### src/rtl/core/oal_pkg.sv
`default_nettype none

package oal_pkg;

    // fixed field widths of the request, result and config ports
    localparam int REQ_W     = 4;
    localparam int POS_W     = 8;
    localparam int VALUE_W   = 32;
    localparam int CAP_W     = 9;
    localparam int CNT_OUT_W = 9;

    // width used for every position and count compare, covers up to 8191 entries
    localparam int CTL_W = 13;

    // defaults of the top level parameters
    localparam int DEF_MAX_ENTRIES = 256;
    localparam int DEF_WORD_BITS   = 32;

    // capacity limit after reset
    localparam logic [CAP_W-1:0] CAP_RESET = 9'd256;

    // request codes
    typedef enum logic [REQ_W-1:0] {
        REQ_INSERT_AT    = 4'd0,
        REQ_INSERT_FRONT = 4'd1,
        REQ_INSERT_BACK  = 4'd2,
        REQ_REMOVE_AT    = 4'd3,
        REQ_REMOVE_FRONT = 4'd4,
        REQ_REMOVE_BACK  = 4'd5,
        REQ_READ         = 4'd6,
        REQ_SEARCH       = 4'd7,
        REQ_REPLACE      = 4'd8
    } req_t;

    // what the row of cells does in one cycle
    typedef enum logic [1:0] {
        CELL_HOLD,
        CELL_INSERT,
        CELL_REMOVE,
        CELL_REPLACE
    } cell_op_t;

    // controller states
    typedef enum logic {
        ST_IDLE,
        ST_TREE
    } state_t;

    // control broadcast to every cell
    typedef struct packed {
        cell_op_t         op;
        logic [CTL_W-1:0] tpos;
        logic [CTL_W-1:0] count;
        logic [CTL_W-1:0] read_idx;
        logic             search;
    } cell_ctl_t;

endpackage

`default_nettype wire

### src/rtl/core/oal_cell.sv
`default_nettype none

module oal_cell #(
    parameter int INDEX  = 0,
    parameter int DATA_W = 32
) (
    input  wire                    clk,
    input  wire                    rst_n,
    input  oal_pkg::cell_ctl_t     ctl,
    input  wire  [DATA_W-1:0]      value,
    input  wire  [DATA_W-1:0]      left_word,
    input  wire  [DATA_W-1:0]      right_word,
    output logic [DATA_W-1:0]      word,
    output logic                   leaf_valid
);
    import oal_pkg::*;

    localparam logic [CTL_W-1:0] IDX = CTL_W'(INDEX);
    localparam logic [CTL_W-1:0] NXT = CTL_W'(INDEX + 1);

    logic [DATA_W-1:0] word_reg;
    logic [DATA_W-1:0] word_next;

    // next word: hold, shift in from a neighbour, load or clear
    always_comb
    begin
        word_next = word_reg;
        case (ctl.op)
            CELL_INSERT:
            begin
                if (IDX == ctl.tpos)
                    word_next = value;
                else if (IDX > ctl.tpos && IDX <= ctl.count)
                    word_next = left_word;
            end
            CELL_REMOVE:
            begin
                if (NXT == ctl.count)
                    word_next = '0;
                else if (IDX >= ctl.tpos && NXT < ctl.count)
                    word_next = right_word;
            end
            CELL_REPLACE:
            begin
                if (IDX == ctl.tpos)
                    word_next = value;
            end
            default:
            begin
                word_next = word_reg;
            end
        endcase
    end

    // entry register
    always_ff @(posedge clk or negedge rst_n)
    begin
        if (!rst_n)
            word_reg <= '0;
        else
            word_reg <= word_next;
    end

    // leaf of the select tree: match on search, position hit on read
    always_comb
    begin
        if (ctl.search)
            leaf_valid = (word_reg == value) && (IDX < ctl.count);
        else
            leaf_valid = (IDX == ctl.read_idx);
    end

    assign word = word_reg;

endmodule

`default_nettype wire

### config.mk
export PLATFORM = sky130hd
export DESIGN_NAME = oal_cell
export DESIGN_NICKNAME = d
export VERILOG_FILES = /design/src/rtl/core/oal_pkg.sv /design/src/rtl/core/oal_cell.sv
export SDC_FILE = /design/constraint.sdc
export NUM_CORES = 1
export LEC_CHECK = 0
export ABC_CLOCK_PERIOD_IN_PS = 2400
export BUFFER_PORTS_ARGS = -buffer_cell sky130_fd_sc_hd__buf_2
export CAP_MARGIN = 20
export CORE_ASPECT_RATIO = 0.7
export CORE_MARGIN = 4
export CORE_UTILIZATION = 40
export CTS_BUF_LIST = sky130_fd_sc_hd__clkbuf_4
export DETAILED_ROUTE_END_ITERATION = 7
export GPL_TIMING_DRIVEN = 0
export PLACE_DENSITY = 0.79
export SYNTH_ARGS = -nofsm -noshare
export SYNTH_HDL_FRONTEND = slang
export SYNTH_SLANG_ARGS = --single-unit
### constraint.sdc
create_clock -name clk -period 2.4 [get_ports clk]
set_input_delay 0.6 -clock clk [delete_from_list [all_inputs] [get_ports clk]]
set_output_delay 0.6 -clock clk [all_outputs]
set_load 0.02 [all_outputs]
== Word level (Yosys, flattened, before mapping) ==
Index checks and enable logic that the tools add are counted.
Word-level totals
  register bits: 32
  input bits: 140
  output and inout port bits: 33
  logic and storage cells: 28
Cells by class
  order comparisons: 5
  mux-type cells: 7
  reductions and logical operators: 7
  equal/unequal tests: 8
Operator list (number)
  $mux W32: 5
  $pmux W32 S3: 1
  $eq A32 B32 Y1: 1
  $logic_not A13 Y1: 2
  $lt A1 B13 Y1 const A: 2
  $eq A1 B13 Y1 const A: 1
  $ge A1 B13 Y1 const A: 1
  $gt A1 B13 Y1 const A: 1
  $le A1 B13 Y1 const A: 1
  $ne A3 B3 Y1 const B: 2
  $eq A2 B2 Y1 const B: 2
  $reduce_and A4 Y1: 1
  $logic_and A1 B1 Y1: 3
  $reduce_bool A3 Y1: 1
  $eq A2 B1 Y1 const B: 1
  $ne A2 B2 Y1 const B: 1
  $mux W1: 1

== Depth between registers and ports, before layout ==
  depth in word-level cells: 5
  gate-level depth with buffers: 7
  gate-level depth less buffers: 7

== Least setup slack after synthesis ==
OpenSTA, ideal clock, no wires.
  path kind: input-to-output
  start: input value[8]
  end: output leaf_valid
  buffers on the path: 0
  required time: 1800 ps
  stages on the path: 5
  path slack: 130 ps
  arrival time: 1670 ps
  cell sequence: xnor2_1 -> nand4_1 -> nor4_1 -> nand4_1 -> o21ai_0
On the way
  longest elaborated chain between the ends: 3
RTL lines
  start, declared: line oal_cell.sv:10  | input wire [DATA_W-1:0] value,
  $eq A32 B32 Y1: line oal_cell.sv:68  | leaf_valid = (word_reg == value) && (IDX < ctl.count);
  $logic_and A1 B1 Y1: line oal_cell.sv:68
  $mux W1: line oal_cell.sv:67  | if (ctl.search)
  end, declared: line oal_cell.sv:14  | output logic leaf_valid
Every way passes these cells.

== Final worst setup path ==
  start: input value[5]
  end: output leaf_valid
Same word-level chain as after synthesis.

==> summary.txt <==
Routed WL: 8.37 mm
die area: 6980 um2
type of the worst min-delay path: in2async
Root Buffer Master: clkbuf_4
crit-path max cell delay: 0.28 ns
Final Hold Fails: 0
CTS Sinks: 32
type of element capturing the critical path: output port
Startpoint Class: input pin
Seq/Total Area, Yosys: 35.2%
design area: 3350 um2
gr ovfl total: 0
Final Power: 2.21 mW
Longest Clk Path Bufs: 2
worst reg-to-reg setup slack: 1.58 ns
# nets final: 539
1st-iter DRT viols: 194
CTS tree: done
final core occ: 62.5%
Crit path top cell by count: nand4_1
pin slew with the least headroom to its limit: 0.732 ns
Overall Global Routing Usage: 22.6%
Syn Std Cell Area: 2280 um2
max-slew violations: 0
#FFs+latches synth: 32
R2R depth: 1
status: finished, violations left
crit path from: value[5]
Synth Net Count: 359
Routability Congestion: 1.00
Non-Filler Instances: 470
WS Path Type: in2out
failing checks: negative setup slack
Peak VDD IR: 0.393 mV
Starting Density: 42.4%
Crit Reg-Reg Startpoint: word[28]
fin crit share: 104%
post-synth cell types: 26
DR pass1 iterations: 6
Post-DP HPWL: 6.84 mm
RR Endpoint: word[28]
via density per instance: 5.37
post-route ant nets: 0
Worst-path clk slew: 0.09 ns
port bufs: 172
Crit-path slowest cell: nor4_1
Sw Ratio: 41.8%
Ys Warns: 0
largest net degree at the start of global routing: 33
Clock Latency Late Sink: 0.32 ns
Vias: 2524
Final setup viols: 1
max FFs per register: 32
hold_buf cts: 0
Syn Inst Count: 216
final worst slack: -0.0975 ns
power share of the combinational group: 47.6%
row count: 22
CP arrival: 1.90 ns
critical path cell sequence: buf_2 > xnor2_2 > nand4_1 > nor4_1 > nand4_1 > o21ai_1 > buf_4
Final min period: 2.50 ns
Max Clock Skew: 0 ns
die height: 71.1 um
Core Region: 5370 um2
initial antenna violation count: 1
Switch Pwr: 923 uW
P&R area growth vs syn: 47.3%
sequential power share: 38.2%
average cell area after synthesis: 10.5 um2
H-tree levels: 2
Worst slew margin: 51.2%
layout cells sized above 1: 51.4%
Horiz. Die Dim: 98.2 um
unrepaired setup endpoints after global routing: true
crit path to: leaf_valid
Pleak: 1.71 nW
internal power: 1.28 mW
Inst Count DP: 460
# IOs: 173
drt drc: 0
maxcap violations: 0
placed inst area: 3230 um2
first-pass GRT wire length: 12.5 mm
number of global-route vias before repair: 2545
fillcell total: 485
critical path fanouts, max: 2
Clock Power Share: 14.2%
Pwr per Cell Area: 658 nW/um2
Worst EP required: 1.80 ns
drt wl/cell: 17.8 um
fmax: 400 MHz
CTS buffer count: 5
==> synthesized netlist by cell type <==
library cell	number	share of area (%)
o21ai_0	2	0.44
ha_1	3	1.6
inv_1	35	5.8
buf_2	3	0.66
xor2_1	15	5.8
nand3_1	3	0.66
mux2_4	1	0.66
a222oi_1	31	14
nand4_1	7	1.9
a41oi_2	1	0.71
mux2i_1	31	14
dfrtp_1	32	35
nor4_1	7	1.9
xnor2_1	17	6.5
clkbuf_1	6	0.99
nor4_4	2	1.9
nand2_1	1	0.16
buf_8	3	2.0
o2111ai_1	1	0.38
and4_4	1	0.49
nand2_2	1	0.28
nor2_1	5	0.82
a221oi_4	1	1.2
a32oi_1	1	0.38
nor4_2	3	1.6
nor3_1	3	0.66
==> stage by stage <==
stage	TNS (ns)	setup WS, ns	hold WS [ns]
after CTS	-0.130	-0.130	0.337
final	-0.0975	-0.0975	0.328
after global placement	-0.182	-0.182	0.535
after floorplan	0	0.130	0.304
after detailed placement	-1.36	-0.195	0.540
after global routing	-0.209	-0.209	0.369
==> final cells by class <==
cell class,instances,area (um2),area share (%)
Timing Repair Buffer,173,871,26.0
Clock buffer,7,52.6,1.57
Sequential cell,32,801,23.9
Buffer,12,82.6,2.46
Antenna cell,1,2.50,0.0746
Tap cell,72,90.1,2.69
Clock inverter,1,3.75,0.112
Multi-Input combinational cell,137,1320,39.3
Inverter,35,131,3.92
==> kinds of logic after synthesis <==
group / Yosys count / synth area share, %
buf+inv: 47 / 9.40
xor+xnor: 32 / 12.3
compound gates: 37 / 16.7
fa+ha+maj: 3 / 1.65
flops: 32 / 35.2
simple gates: 33 / 10.4
mux: 32 / 14.3
==> routing by layer <==
metal  global-route usage, %  up-vias  part of all wire, %
met5                       0        -                    0
met4                    5.61        0                  1.4
met3                    7.00       13                   11
met2                    38.2      164                   47
met1                    28.4     1156                   41
li1                        -     1191                    -
==> how the worst min path moves through the flow <==
stage / from / to / slack, ns / cells after the start
2_1_floorplan: rst_n / word[0] / 0.30 / 0
3_3_place_gp: word[11] / word[11] / 0.54 / 2
3_5_place_dp: word[22] / word[22] / 0.54 / 2
4_1_cts: rst_n / word[11] / 0.34 / 1
5_1_grt: rst_n / word[11] / 0.37 / 1
6_report: rst_n / word[2] / 0.33 / 1
==> cells in the final DEF (no fill, tap or decap) <==
master / n
o21ai_0: 1
xor2_1: 15
a221oi_4: 1
mux2i_1: 31
ha_1: 3
clkbuf_4: 7
diode_2: 1
a41oi_2: 1
nand4_1: 7
nand2_1: 1
nor4_1: 5
xnor2_2: 6
clkbuf_1: 6
buf_8: 3
mux2_4: 1
dfrtp_1: 32
clkinv_1: 1
inv_1: 35
nor2_1: 5
nand2_2: 1
nand3_1: 3
a222oi_1: 31
o2111ai_1: 1
nor3_1: 3
nor4_4: 2
nor4_2: 5
a32oi_1: 1
xnor2_1: 11
buf_4: 2
and4_4: 1
buf_2: 174
o21ai_1: 1
==> power groups by stage <==
| stage | clock (mW) | sequential [mW] | combinational [mW] |
|---|---|---|---|
| 6_report | 0.313 | 0.843 | 1.05 |
| 5_1_grt | 0.346 | 0.866 | 1.14 |
| 4_1_cts | 0.322 | 0.840 | 1.04 |
| 3_5_place_dp | 0 | 0.841 | 1.02 |
| 3_3_place_gp | 0 | 0.831 | 0.992 |
| 2_1_floorplan | 0 | 1.01 | 0.403 |
==> worst max-delay path: cells and delay by family <==
kind / cells / cell delay [ns]
simple gates: 3 / 0.63
buf+inv: 2 / 0.29
xor+xnor: 1 / 0.21
compound gates: 1 / 0.17
==> what timing repair did <==
action,in CTS,in global routing
gates resized for setup,7,3
buffers inserted,0,1
pin swaps,1,1
setup endpoints to repair,1,1
Note: power is estimated with default switching activity, not from simulation.
